--- src/hw/rtl/block_cache_fifo_writeback_unit_macros.svh ---
// assertion macros shared by the block cache writeback unit
`ifndef BLOCK_CACHE_FIFO_WRITEBACK_UNIT_MACROS_SVH
`define BLOCK_CACHE_FIFO_WRITEBACK_UNIT_MACROS_SVH
`ifndef SYNTHESIS
`define BCFW_ASSERT(lbl, prop, msg) \
  lbl: assert property (@(posedge clk_i) disable iff (!rst_ni) prop) else $error(msg);
`define BCFW_ASSERT_NEXT(lbl, ante, cons, msg) \
  lbl: assert property (@(posedge clk_i) disable iff (!rst_ni) ante |=> cons) else $error(msg);
`else
`define BCFW_ASSERT(lbl, prop, msg)
`define BCFW_ASSERT_NEXT(lbl, ante, cons, msg)
`endif
`endif

--- src/hw/rtl/bcfw_pkg.sv ---
// types, codes and defaults of the block cache writeback unit
`timescale 1ns / 1ps
package bcfw_pkg;

  localparam int CAPACITY_DEF    = 32;
  localparam int DEVICE_BITS_DEF = 8;
  localparam int BLOCK_BITS_DEF  = 32;

  localparam int TYPE_W = 3;
  localparam int DEV_W  = 8;
  localparam int BLK_W  = 32;
  localparam int SLOT_W = 5;
  localparam int STAT_W = 32;
  localparam int CFG_W  = 6;
  localparam int ACT_W  = 2;

  localparam int IN_DATA_W  = 40;
  localparam int OUT_DATA_W = 208;

  localparam logic [CFG_W-1:0] MAX_ENTRIES_RST = 6'd32;

  localparam logic [TYPE_W-1:0] REQ_READ      = 3'd0;
  localparam logic [TYPE_W-1:0] REQ_WRITE     = 3'd1;
  localparam logic [TYPE_W-1:0] REQ_FLUSH_BLK = 3'd2;
  localparam logic [TYPE_W-1:0] REQ_FLUSH_DEV = 3'd3;
  localparam logic [TYPE_W-1:0] REQ_FLUSH_ALL = 3'd4;
  localparam logic [TYPE_W-1:0] REQ_FILL_FAIL = 3'd5;

  localparam logic [ACT_W-1:0] ACT_DONE = 2'd0;
  localparam logic [ACT_W-1:0] ACT_FILL = 2'd1;
  localparam logic [ACT_W-1:0] ACT_WB   = 2'd2;

  typedef struct packed {
    logic [ACT_W-1:0]  action;
    logic              hit;
    logic [SLOT_W-1:0] slot;
    logic [DEV_W-1:0]  dev;
    logic [BLK_W-1:0]  blk;
    logic              last;
    logic [STAT_W-1:0] rd_hit_cnt;
    logic [STAT_W-1:0] rd_miss_cnt;
    logic [STAT_W-1:0] wr_hit_cnt;
    logic [STAT_W-1:0] wr_miss_cnt;
    logic [STAT_W-1:0] writebacks;
  } out_item_t;

endpackage

--- src/hw/rtl/block_cache_fifo_writeback_unit.sv ---
// channel   dir  handshake                    payload
// s_axis    in   s_axis_tvalid/s_axis_tready  tuser req_type, tdata device_id, block_number
// m_axis    out  m_axis_tvalid/m_axis_tready  tuser action, tlast last, tdata the rest
// cfg       in   cfg_we_i                     cfg_wdata_i max_entries
// one request at a time, accepted in an idle cycle; a lookup or flush walks the age ring,
// per entry visited an order ram read, a tag ram read, a compare; an eviction runs a limit
// test, order read, tag read and check, an insert follows its limit test, a read miss adds
// a fill request step, a fill-failed shift an order read and write per older entry moved,
// then a done step. results leave through a one-entry output register; a full register
// stalls the walk in place. reset clears valid/dirty bits, counts and counters at once.
`timescale 1ns / 1ps
`include "block_cache_fifo_writeback_unit_macros.svh"
module block_cache_fifo_writeback_unit #(
  parameter int CAPACITY    = bcfw_pkg::CAPACITY_DEF,
  parameter int DEVICE_BITS = bcfw_pkg::DEVICE_BITS_DEF,
  parameter int BLOCK_BITS  = bcfw_pkg::BLOCK_BITS_DEF
) (
  input  logic                              clk_i,
  input  logic                              rst_ni,
  input  logic                              cfg_we_i,
  input  logic [bcfw_pkg::CFG_W-1:0]        cfg_wdata_i,
  input  logic                              s_axis_tvalid,
  output logic                              s_axis_tready,
  // device_id, block_number
  input  logic [bcfw_pkg::IN_DATA_W-1:0]    s_axis_tdata,
  // req_type
  input  logic [bcfw_pkg::TYPE_W-1:0]       s_axis_tuser,
  output logic                              m_axis_tvalid,
  input  logic                              m_axis_tready,
  // hit, slot, out_device, out_block, rd_hit_cnt, rd_miss_cnt, wr_hit_cnt,
  // wr_miss_cnt, writebacks
  output logic [bcfw_pkg::OUT_DATA_W-1:0]   m_axis_tdata,
  // action
  output logic [bcfw_pkg::ACT_W-1:0]        m_axis_tuser,
  output logic                              m_axis_tlast
);
  import bcfw_pkg::*;

  localparam int SW = $clog2(CAPACITY);
  localparam int CW = $clog2(CAPACITY + 1);
  localparam int TW = DEVICE_BITS + BLOCK_BITS;
  localparam logic [CW-1:0] CAP_C    = CW'(CAPACITY);
  localparam logic [SW-1:0] SLOT_MAX = SW'(CAPACITY - 1);

  localparam logic [3:0] ST_IDLE   = 4'd0;
  localparam logic [3:0] ST_W_ORD  = 4'd1;
  localparam logic [3:0] ST_W_TAG  = 4'd2;
  localparam logic [3:0] ST_W_CHK  = 4'd3;
  localparam logic [3:0] ST_EV_TST = 4'd4;
  localparam logic [3:0] ST_EV_ORD = 4'd5;
  localparam logic [3:0] ST_EV_TAG = 4'd6;
  localparam logic [3:0] ST_EV_CHK = 4'd7;
  localparam logic [3:0] ST_INS    = 4'd8;
  localparam logic [3:0] ST_FILL   = 4'd9;
  localparam logic [3:0] ST_SH_RD  = 4'd10;
  localparam logic [3:0] ST_SH_WR  = 4'd11;
  localparam logic [3:0] ST_DONE   = 4'd12;

  logic [3:0]             state_q, state_d;
  logic [TYPE_W-1:0]      type_q, type_d;
  logic [DEVICE_BITS-1:0] dev_q, dev_d;
  logic [BLOCK_BITS-1:0]  blk_q, blk_d;
  logic [CAPACITY-1:0]    valid_q, valid_d;
  logic [CAPACITY-1:0]    dirty_q, dirty_d;
  logic [CW-1:0]          count_q, count_d;
  logic [SW-1:0]          head_q, head_d;
  logic [CW-1:0]          r_q, r_d;
  logic [SW-1:0]          slot_q, slot_d;
  logic [SW-1:0]          e_q, e_d;
  logic                   hit_q, hit_d;
  logic [STAT_W-1:0]      rh_q, rh_d, rm_q, rm_d, wh_q, wh_d, wm_q, wm_d, wb_q, wb_d;
  logic [CFG_W-1:0]       max_q;

  logic [CW-1:0]          lim;
  logic [SW-1:0]          free_slot;
  logic                   out_free;
  logic                   emit_v;
  out_item_t              emit_item;

  logic                   ord_we;
  logic [SW-1:0]          ord_waddr, ord_wdata, ord_raddr, ord_rdata;
  logic                   tag_we;
  logic [TW-1:0]          tag_wdata, tag_rdata;

  logic                   hitm, devm, last_r, rw_req;

  // ring position of an age rank
  function automatic logic [SW-1:0] pos_f(input logic [SW-1:0] hd, input logic [CW-1:0] rk);
    logic [SW:0] sum;
    sum = {1'b0, hd} + (SW+1)'(rk);
    if (sum >= (SW+1)'(CAPACITY)) begin
      sum = sum - (SW+1)'(CAPACITY);
    end
    return sum[SW-1:0];
  endfunction

  always_comb begin
    if (max_q == '0) begin
      lim = CW'(1);
    end else if ({1'b0, max_q} > 7'(CAPACITY)) begin
      lim = CAP_C;
    end else begin
      lim = CW'(max_q);
    end
  end

  always_comb begin
    free_slot = SLOT_MAX;
    for (int i = CAPACITY - 1; i >= 0; i--) begin
      if (!valid_q[i]) begin
        free_slot = SW'(i);
      end
    end
  end

  always_comb begin
    case (state_q)
      ST_EV_ORD, ST_EV_TAG, ST_EV_CHK: ord_raddr = pos_f(head_q, count_q - CW'(1));
      ST_SH_RD:                         ord_raddr = pos_f(head_q, r_q + CW'(1));
      default:                          ord_raddr = pos_f(head_q, r_q);
    endcase
  end

  bcfw_ram #(.WIDTH(SW), .DEPTH(CAPACITY)) u_order_ram (
    .clk_i   (clk_i),
    .we_i    (ord_we),
    .waddr_i (ord_waddr),
    .wdata_i (ord_wdata),
    .raddr_i (ord_raddr),
    .rdata_o (ord_rdata)
  );

  bcfw_ram #(.WIDTH(TW), .DEPTH(CAPACITY)) u_tag_ram (
    .clk_i   (clk_i),
    .we_i    (tag_we),
    .waddr_i (free_slot),
    .wdata_i (tag_wdata),
    .raddr_i (ord_rdata),
    .rdata_o (tag_rdata)
  );

  assign tag_wdata = {blk_q, dev_q};
  assign hitm      = valid_q[slot_q] && (tag_rdata == {blk_q, dev_q});
  assign devm      = tag_rdata[DEVICE_BITS-1:0] == dev_q;
  assign last_r    = (r_q + CW'(1)) == count_q;
  assign rw_req    = (type_q == REQ_READ) || (type_q == REQ_WRITE);
  assign s_axis_tready = (state_q == ST_IDLE);

  always_comb begin
    state_d = state_q;
    type_d  = type_q;
    dev_d   = dev_q;
    blk_d   = blk_q;
    valid_d = valid_q;
    dirty_d = dirty_q;
    count_d = count_q;
    head_d  = head_q;
    r_d     = r_q;
    slot_d  = slot_q;
    e_d     = e_q;
    hit_d   = hit_q;
    rh_d    = rh_q;
    rm_d    = rm_q;
    wh_d    = wh_q;
    wm_d    = wm_q;
    wb_d    = wb_q;
    ord_we    = 1'b0;
    ord_waddr = pos_f(head_q, r_q);
    ord_wdata = ord_rdata;
    tag_we    = 1'b0;
    emit_v    = 1'b0;
    emit_item = '{action: ACT_DONE, hit: 1'b0, slot: '0, dev: DEV_W'(dev_q),
                  blk: BLK_W'(blk_q), last: 1'b0, rd_hit_cnt: rh_q, rd_miss_cnt: rm_q,
                  wr_hit_cnt: wh_q, wr_miss_cnt: wm_q, writebacks: wb_q};

    case (state_q)
      ST_IDLE: begin
        if (s_axis_tvalid) begin
          type_d = s_axis_tuser;
          dev_d  = s_axis_tdata[DEVICE_BITS-1:0];
          blk_d  = s_axis_tdata[DEV_W +: BLOCK_BITS];
          r_d    = '0;
          hit_d  = 1'b0;
          e_d    = '0;
          if (s_axis_tuser inside {REQ_READ, REQ_WRITE, REQ_FLUSH_BLK, REQ_FILL_FAIL,
                                   REQ_FLUSH_DEV, REQ_FLUSH_ALL}) begin
            if (count_q != '0) begin
              state_d = ST_W_ORD;
            end else if (s_axis_tuser == REQ_READ) begin
              rm_d    = rm_q + 1'b1;
              state_d = ST_EV_TST;
            end else if (s_axis_tuser == REQ_WRITE) begin
              wm_d    = wm_q + 1'b1;
              state_d = ST_EV_TST;
            end else begin
              state_d = ST_DONE;
            end
          end else begin
            state_d = ST_DONE;
          end
        end
      end
      ST_W_ORD: state_d = ST_W_TAG;
      ST_W_TAG: begin
        slot_d  = ord_rdata;
        state_d = ST_W_CHK;
      end
      ST_W_CHK: begin
        case (type_q)
          REQ_READ, REQ_WRITE: begin
            if (hitm || last_r) begin
              hit_d = hitm;
              e_d   = slot_q;
              if (type_q == REQ_READ) begin
                if (hitm) rh_d = rh_q + 1'b1;
                else      rm_d = rm_q + 1'b1;
              end else begin
                if (hitm) wh_d = wh_q + 1'b1;
                else      wm_d = wm_q + 1'b1;
              end
              state_d = ST_EV_TST;
            end else begin
              r_d     = r_q + CW'(1);
              state_d = ST_W_ORD;
            end
          end
          REQ_FLUSH_BLK: begin
            if (hitm) begin
              if (!dirty_q[slot_q]) begin
                state_d = ST_DONE;
              end else if (out_free) begin
                emit_v = 1'b1;
                emit_item.action     = ACT_WB;
                emit_item.slot       = SLOT_W'(slot_q);
                emit_item.dev        = DEV_W'(tag_rdata[DEVICE_BITS-1:0]);
                emit_item.blk        = BLK_W'(tag_rdata[TW-1:DEVICE_BITS]);
                emit_item.writebacks = wb_q + 1'b1;
                dirty_d[slot_q] = 1'b0;
                wb_d    = wb_q + 1'b1;
                state_d = ST_DONE;
              end
            end else if (last_r) begin
              state_d = ST_DONE;
            end else begin
              r_d     = r_q + CW'(1);
              state_d = ST_W_ORD;
            end
          end
          REQ_FLUSH_DEV, REQ_FLUSH_ALL: begin
            if (valid_q[slot_q] && dirty_q[slot_q] && (type_q == REQ_FLUSH_ALL || devm)) begin
              if (out_free) begin
                emit_v = 1'b1;
                emit_item.action     = ACT_WB;
                emit_item.slot       = SLOT_W'(slot_q);
                emit_item.dev        = DEV_W'(tag_rdata[DEVICE_BITS-1:0]);
                emit_item.blk        = BLK_W'(tag_rdata[TW-1:DEVICE_BITS]);
                emit_item.writebacks = wb_q + 1'b1;
                dirty_d[slot_q] = 1'b0;
                wb_d    = wb_q + 1'b1;
                r_d     = r_q + CW'(1);
                state_d = last_r ? ST_DONE : ST_W_ORD;
              end
            end else begin
              r_d     = r_q + CW'(1);
              state_d = last_r ? ST_DONE : ST_W_ORD;
            end
          end
          REQ_FILL_FAIL: begin
            if (hitm) begin
              valid_d[slot_q] = 1'b0;
              dirty_d[slot_q] = 1'b0;
              count_d = count_q - CW'(1);
              // older entries after this rank close the gap
              state_d = last_r ? ST_DONE : ST_SH_RD;
            end else if (last_r) begin
              state_d = ST_DONE;
            end else begin
              r_d     = r_q + CW'(1);
              state_d = ST_W_ORD;
            end
          end
          default: state_d = ST_DONE;
        endcase
      end
      ST_EV_TST: begin
        if (hit_q ? (count_q > lim) : ((count_q >= lim) && (count_q != '0))) begin
          state_d = ST_EV_ORD;
        end else begin
          state_d = hit_q ? ST_DONE : ST_INS;
        end
      end
      ST_EV_ORD: state_d = ST_EV_TAG;
      ST_EV_TAG: begin
        slot_d  = ord_rdata;
        state_d = ST_EV_CHK;
      end
      ST_EV_CHK: begin
        if (!dirty_q[slot_q] || out_free) begin
          if (dirty_q[slot_q]) begin
            emit_v = 1'b1;
            emit_item.action     = ACT_WB;
            emit_item.slot       = SLOT_W'(slot_q);
            emit_item.dev        = DEV_W'(tag_rdata[DEVICE_BITS-1:0]);
            emit_item.blk        = BLK_W'(tag_rdata[TW-1:DEVICE_BITS]);
            emit_item.writebacks = wb_q + 1'b1;
            wb_d = wb_q + 1'b1;
          end
          dirty_d[slot_q] = 1'b0;
          valid_d[slot_q] = 1'b0;
          count_d = count_q - CW'(1);
          state_d = ST_EV_TST;
        end
      end
      ST_INS: begin
        head_d    = (head_q == '0) ? SLOT_MAX : head_q - SW'(1);
        ord_we    = 1'b1;
        ord_waddr = head_d;
        ord_wdata = free_slot;
        tag_we    = 1'b1;
        e_d       = free_slot;
        valid_d[free_slot] = 1'b1;
        dirty_d[free_slot] = 1'b0;
        count_d   = count_q + CW'(1);
        state_d   = (type_q == REQ_READ) ? ST_FILL : ST_DONE;
      end
      ST_FILL: begin
        if (out_free) begin
          emit_v = 1'b1;
          emit_item.action = ACT_FILL;
          emit_item.slot   = SLOT_W'(e_q);
          state_d = ST_DONE;
        end
      end
      ST_SH_RD: state_d = ST_SH_WR;
      ST_SH_WR: begin
        ord_we    = 1'b1;
        ord_waddr = pos_f(head_q, r_q);
        ord_wdata = ord_rdata;
        r_d       = r_q + CW'(1);
        // count already lowered: stop once the new oldest rank is filled
        state_d   = (({1'b0, r_q} + (CW+1)'(2)) <= {1'b0, count_q}) ? ST_SH_RD : ST_DONE;
      end
      ST_DONE: begin
        if (out_free) begin
          emit_v = 1'b1;
          emit_item.action = ACT_DONE;
          emit_item.hit    = hit_q;
          emit_item.slot   = rw_req ? SLOT_W'(e_q) : '0;
          emit_item.last   = 1'b1;
          if (type_q == REQ_WRITE) begin
            dirty_d[e_q] = 1'b1;
          end
          state_d = ST_IDLE;
        end
      end
      default: state_d = ST_IDLE;
    endcase
  end

  always_ff @(posedge clk_i or negedge rst_ni) begin
    if (!rst_ni) begin
      state_q <= ST_IDLE;
      valid_q <= '0;
      dirty_q <= '0;
      count_q <= '0;
      head_q  <= '0;
      r_q     <= '0;
      hit_q   <= 1'b0;
      rh_q    <= '0;
      rm_q    <= '0;
      wh_q    <= '0;
      wm_q    <= '0;
      wb_q    <= '0;
      max_q   <= MAX_ENTRIES_RST;
      type_q  <= REQ_READ;
    end else begin
      state_q <= state_d;
      valid_q <= valid_d;
      dirty_q <= dirty_d;
      count_q <= count_d;
      head_q  <= head_d;
      r_q     <= r_d;
      hit_q   <= hit_d;
      rh_q    <= rh_d;
      rm_q    <= rm_d;
      wh_q    <= wh_d;
      wm_q    <= wm_d;
      wb_q    <= wb_d;
      type_q  <= type_d;
      if (cfg_we_i) begin
        max_q <= cfg_wdata_i;
      end
    end
  end

  always_ff @(posedge clk_i) begin
    dev_q  <= dev_d;
    blk_q  <= blk_d;
    slot_q <= slot_d;
    e_q    <= e_d;
  end

  bcfw_out_reg u_out_reg (
    .clk_i         (clk_i),
    .rst_ni        (rst_ni),
    .push_i        (emit_v),
    .item_i        (emit_item),
    .free_o        (out_free),
    .m_axis_tvalid (m_axis_tvalid),
    .m_axis_tready (m_axis_tready),
    .m_axis_tdata  (m_axis_tdata),
    .m_axis_tuser  (m_axis_tuser),
    .m_axis_tlast  (m_axis_tlast)
  );

  `BCFW_ASSERT(a_count_matches_valid, $countones(valid_q) == int'(count_q), "count off")
  `BCFW_ASSERT(a_insert_into_free, (state_q != ST_INS) || !valid_q[free_slot], "live insert")
  `BCFW_ASSERT_NEXT(a_last_ends_request, emit_v && emit_item.last, state_q == ST_IDLE, "no idle")

endmodule

--- src/hw/rtl/bcfw_ram.sv ---
// generic simple dual port ram with registered read
`timescale 1ns / 1ps
module bcfw_ram #(
  parameter int WIDTH = 8,
  parameter int DEPTH = 32
) (
  input  logic                     clk_i,
  input  logic                     we_i,
  input  logic [$clog2(DEPTH)-1:0] waddr_i,
  input  logic [WIDTH-1:0]         wdata_i,
  input  logic [$clog2(DEPTH)-1:0] raddr_i,
  output logic [WIDTH-1:0]         rdata_o
);

  logic [WIDTH-1:0] mem_q [DEPTH];
  logic [WIDTH-1:0] rdata_q;

  always_ff @(posedge clk_i) begin
    if (we_i) begin
      mem_q[waddr_i] <= wdata_i;
    end
    rdata_q <= mem_q[raddr_i];
  end

  assign rdata_o = rdata_q;

endmodule

--- src/hw/rtl/bcfw_out_reg.sv ---
// result output register feeding the master stream
`timescale 1ns / 1ps
module bcfw_out_reg (
  input  logic                                  clk_i,
  input  logic                                  rst_ni,
  input  logic                                  push_i,
  input  bcfw_pkg::out_item_t                   item_i,
  output logic                                  free_o,
  output logic                                  m_axis_tvalid,
  input  logic                                  m_axis_tready,
  // hit, slot, out_device, out_block, rd_hit_cnt, rd_miss_cnt, wr_hit_cnt,
  // wr_miss_cnt, writebacks
  output logic [bcfw_pkg::OUT_DATA_W-1:0]       m_axis_tdata,
  // action
  output logic [bcfw_pkg::ACT_W-1:0]            m_axis_tuser,
  output logic                                  m_axis_tlast
);
  import bcfw_pkg::*;

  logic      vld_q, vld_d;
  out_item_t item_q;

  assign free_o = !vld_q || m_axis_tready;

  always_comb begin
    vld_d = vld_q;
    if (m_axis_tready) begin
      vld_d = 1'b0;
    end
    if (push_i) begin
      vld_d = 1'b1;
    end
  end

  always_ff @(posedge clk_i or negedge rst_ni) begin
    if (!rst_ni) begin
      vld_q <= 1'b0;
    end else begin
      vld_q <= vld_d;
    end
  end

  always_ff @(posedge clk_i) begin
    if (push_i) begin
      item_q <= item_i;
    end
  end

  assign m_axis_tvalid = vld_q;
  assign m_axis_tuser  = item_q.action;
  assign m_axis_tlast  = item_q.last;
  assign m_axis_tdata  = {2'b00, item_q.writebacks, item_q.wr_miss_cnt, item_q.wr_hit_cnt,
                          item_q.rd_miss_cnt, item_q.rd_hit_cnt, item_q.blk, item_q.dev,
                          item_q.slot, item_q.hit};

endmodule

--- config.mk ---
export PLATFORM = sky130hd
export DESIGN_NAME = block_cache_fifo_writeback_unit
export DESIGN_NICKNAME = d
export VERILOG_FILES = /design/src/hw/rtl/bcfw_pkg.sv /design/src/hw/rtl/block_cache_fifo_writeback_unit.sv /design/src/hw/rtl/bcfw_ram.sv /design/src/hw/rtl/bcfw_out_reg.sv
export VERILOG_INCLUDE_DIRS = /design/src /design/src/hw/rtl
export SDC_FILE = /design/constraint.sdc
export NUM_CORES = 2
export LEC_CHECK = 0
export ABC_CLOCK_PERIOD_IN_PS = 21500
export BUFFER_PORTS_ARGS = -buffer_cell sky130_fd_sc_hd__buf_2
export CORE_MARGIN = 2
export CORE_UTILIZATION = 60
export CTS_BUF_LIST = sky130_fd_sc_hd__clkbuf_4 sky130_fd_sc_hd__clkbuf_8
export CTS_CLUSTER_SIZE = 30
export DETAILED_ROUTE_END_ITERATION = 16
export PLACE_DENSITY_LB_ADDON = 0.1
export SLEW_MARGIN = 0
export SYNTH_ARGS = -nofsm -noshare
export SYNTH_HDL_FRONTEND = slang
export SYNTH_SLANG_ARGS = --single-unit
--- constraint.sdc ---
create_clock -name clk_i -period 21.5 [get_ports clk_i]
set_input_delay 1.075 -clock clk_i [delete_from_list [all_inputs] [get_ports clk_i]]
set_output_delay 1.075 -clock clk_i [all_outputs]
set_load 0.01 [all_outputs]
==> key figures <==
Outcome
  • Outcome: complete, no violations

Final layout
  • Fin cells: around 7100
  • Layout area overhead: 12.64%
  • Commonest non-fill, non-tap cell in the layout: edfxtp_1
  • Fill cell count: between 8000 and 9000
  • Final net count: around 5100
  • Final core utilization: 0.6798
  • Most frequent cells in the layout: edfxtp_1, mux4_2, nand2_1
  • Layout cells sized above 1: 0.2767

Synthesis
  • Most used flip-flop cell after synthesis: edfxtp_1
  • Synthesized area per cell: ~18 um2
  • Ys async rst share: 0.1280
  • Distinct cells, synth: 87
  • Yosys warns: 0
  • Number of synthesized register bits: 2000
  • Sequential-to-total area share from yosys stat: 0.7250
  • Mapped cell area: between 0.08 and 0.09 mm2
  • EDFF count, synth: between 1500 and 2000
  • Mapped Cells: 4552

Clock network
  • Worst-path clk slew: 0.06 ns
  • Hold buffers post-CTS: 0
  • CTS sink cnt: 2000
  • Number of H-tree levels: 5
  • Post-CTS setup repair buffer count: 0
  • Clock root cell: clkbuf_8
  • Worst skew pair latency: roughly 1 ns
  • CTS resizes: 0
  • CTS Buffer Depth: 4
  • TritonCTS clock tree: yes
  • Cts bufs inserted: 331

GRT
  • Initial antenna violation count: 10
  • Total gr overflow: 0
  • GRT Total Usage: 0.2930
  • First-pass GRT wire length: around 290 mm
  • Largest net degree at the start of global routing: 90
  • Vias in the first global route: 43850

Min path
  • Worst min-delay path class: input pin to asynchronous set/reset pin

Setup path
  • CP most frequent cell: buf_4
  • Startpoint types: register
  • Data arrival, critical path: about 8 ns
  • Crit-path max FO: just over 70
  • CP max-delay cell: nor4_1
  • Crit. End Element: register
  • Worst setup path class: register to register
  • Reg-to-Reg Start: blk_q[11]
  • CP required: ~22 ns
  • Critical Path Start: blk_q[11]
  • Crit-path cells: xnor2_1, nand4_1, nor4_1, buf_4, nand4b_1, a22oi_1, o211ai_1, inv_2, buf_4, nor2_1, o21ai_4, buf_4, buf_4
  • Worst path max stage delay: about 1.1 ns

Timing
  • Fin crit share: 0.3450
  • Final setup vio count: 0
  • Tightest Pin Transition: ~1.3 ns
  • Max Clk Rate: about 130 MHz
  • Final Slew Violations: 0
  • Unrepaired setup endpoints after global routing: no
  • Relative slew slack: 0.1177
  • Minimum clock period: ~7.4 ns
  • Hold Fails Final Rpt: 0
  • Worst clock skew: 0.06858 ns
  • Sum Neg Setup Slack: 0 ns

Placed design
  • RD Place Congestion: approximately 0.9
  • Placed cells: roughly 6500
  • Buffers on Ports: ~260
  • Post-DP HPWL: between 100 and 150 mm

Floorplan
  • Chip height: around 370 um
  • Die area: 0.1370 mm2
  • Core area: ~0.13 mm2
  • Num ports: 267
  • Width of the chip: 370.2 um
  • Initial Util: 0.6035
  • Core Rows: approximately 130

Route
  • # DRC: 0
  • Routed WL: 199.1 mm
  • WL per Instance: 28.23 um
  • Detailed Routing Iterations Pass 1: 6
  • DR iter-0 viols: around 5200
  • Mean number of vias per cell: ~6.4
  • Routed Antenna Nets: 0
  • Via count: around 45000

Job
  • Total of max-cap violations: 0

Power
  • Leakage: around 0.032 uW
  • Power density cells: 130.7 mW/mm2
  • Max IR drop VDD: between 0.15 and 0.2 mV
[worst paths after layout]
check	end	slack, ns	cells after the start
min	rh_q[26]	0.05	1
max	u_out_reg.m_axis_tdata[131]	14.08	13
max reg2reg	u_out_reg.m_axis_tdata[131]	14.08	13
min in group clk_i	blk_q[31]	0.24	1
min reg2reg	u_out_reg.m_axis_tdata[74]	0.45	0
max in group asynchronous	valid_q[9]	19.26	3
[cell usage after synthesis (8+ instances only)]
library cell / n / area share
edfxtp_1: 1699 / 0.63
mux4_2: 408 / 0.11
nand2_1: 381 / 0.018
dfrtp_1: 255 / 0.079
nor2_1: 206 / 0.0096
clkbuf_1: 155 / 0.0072
o21ai_0: 140 / 0.0087
mux2i_1: 126 / 0.016
xnor2_1: 121 / 0.013
xor2_1: 102 / 0.011
inv_1: 93 / 0.0043
nand3_1: 75 / 0.0047
mux2_2: 72 / 0.010
nand4_1: 67 / 0.0052
a21oi_1: 64 / 0.0040
nor3_1: 64 / 0.0040
dfxtp_1: 45 / 0.011
and3_1: 41 / 0.0032
buf_1: 38 / 0.0018
ha_1: 30 / 0.0047
nor4_1: 25 / 0.0019
a32oi_1: 17 / 0.0019
buf_2: 17 / 0.0011
and2_1: 16 / 0.0012
or2_2: 16 / 0.0012
a31oi_1: 15 / 0.0012
nand2b_1: 14 / 0.0011
o221ai_1: 14 / 0.0015
o22ai_1: 13 / 0.0010
and4_1: 12 / 0.0013
o211ai_1: 12 / 0.0011
a211oi_1: 11 / 0.0010
a21o_1: 11 / 0.0010
nand3b_1: 11 / 0.0010
nor2b_1: 11 / 0.00086
o21a_1: 10 / 0.00093
o31ai_1: 10 / 0.00093
or3_1: 10 / 0.00078
a22oi_1: 8 / 0.00075
o22a_1: 8 / 0.00087
[through the flow]
| step | area, um2 | hold slack (ns) | total power (uW) | setup slack [ns] |
|---|---|---|---|---|
| 2_1_floorplan | 80450 | 0.4064 | 7557 | 4.529 |
| 3_3_place_gp | 84030 | 0.4349 | 8566 | 14.31 |
| 3_5_place_dp | 84030 | 0.4356 | 8597 | 14.11 |
| 4_1_cts | 90600 | 0.02286 | 11900 | 14.11 |
| 5_1_grt | 90610 | 0.06105 | 12340 | 13.79 |
| 6_report | 90610 | 0.05459 | 11840 | 14.08 |
[registers in the layout (all words and copies together), names as in the netlist, 8 cells and up]
signal / flops
u_out_reg.m_axis_tdata: 206
u_order_ram.mem_q: 160
dirty_q: 32
valid_q: 32
blk_q: 32
u_tag_ram.mem_q: 1280
wh_q: 32
dev_q: 8
rm_q: 32
rh_q: 32
u_tag_ram.rdata_o: 40
wm_q: 32
wb_q: 32
[worst max-delay path: cells and delay by family, from the launching register on]
family	cells	cell delay, ns
AND/OR/NAND/NOR	4	1.76
AO/OA/AOI/OAI	3	1.16
buffers and inverters	5	2.72
flip-flops	1	0.78
XOR/XNOR	1	0.51
[where the power goes]
group | switching [uW] | internal, uW
sequential | 319 | 4670
combinational | 2000 | 1540
clock | 1450 | 1870
total | 3760 | 8080
[area by class of cell]
| cell class | instances | area, um2 | share of cell area |
|---|---|---|---|
| clock buffer | 497 | 5977 | 0.06596 |
| inverter | 94 | 372.9 | 0.004115 |
| clock inverter | 88 | 595.6 | 0.006573 |
| antenna | 4 | 10.01 | 0.0001105 |
| tap | 1768 | 2212 | 0.02441 |
| sequential | 2000 | 58350 | 0.6439 |
| multi-input combinational | 2242 | 21050 | 0.2323 |
| timing repair buffer | 360 | 2052 | 0.02265 |
[logic make-up (layout without fill, tap and decap cells)]
| kind of cell | count (synthesis) | in the layout | synth area share |
|---|---|---|---|
| flip-flops | 2000 | 2000 | 0.7250 |
| AND/OR/NAND/NOR | 982 | 982 | 0.05756 |
| multiplexers | 606 | 606 | 0.1400 |
| AO/OA/AOI/OAI | 395 | 395 | 0.03202 |
| buffers and inverters | 311 | 1039 | 0.01534 |
| XOR/XNOR | 225 | 225 | 0.02484 |
| adder cells (fa/ha/maj) | 32 | 32 | 0.005164 |
| other | 1 | 6 | 0.00004662 |
[routing by layer]
layer  GRT usage  share of wire  vias to the layer above
met5           0        0.00043                        -
met4      0.1025          0.032                       12
met3     0.06262          0.093                      434
met2      0.4476           0.47                     2346
met1      0.4252           0.41                    23070
li1            -              -                    18940
Note: power is estimated with default switching activity, not from simulation.
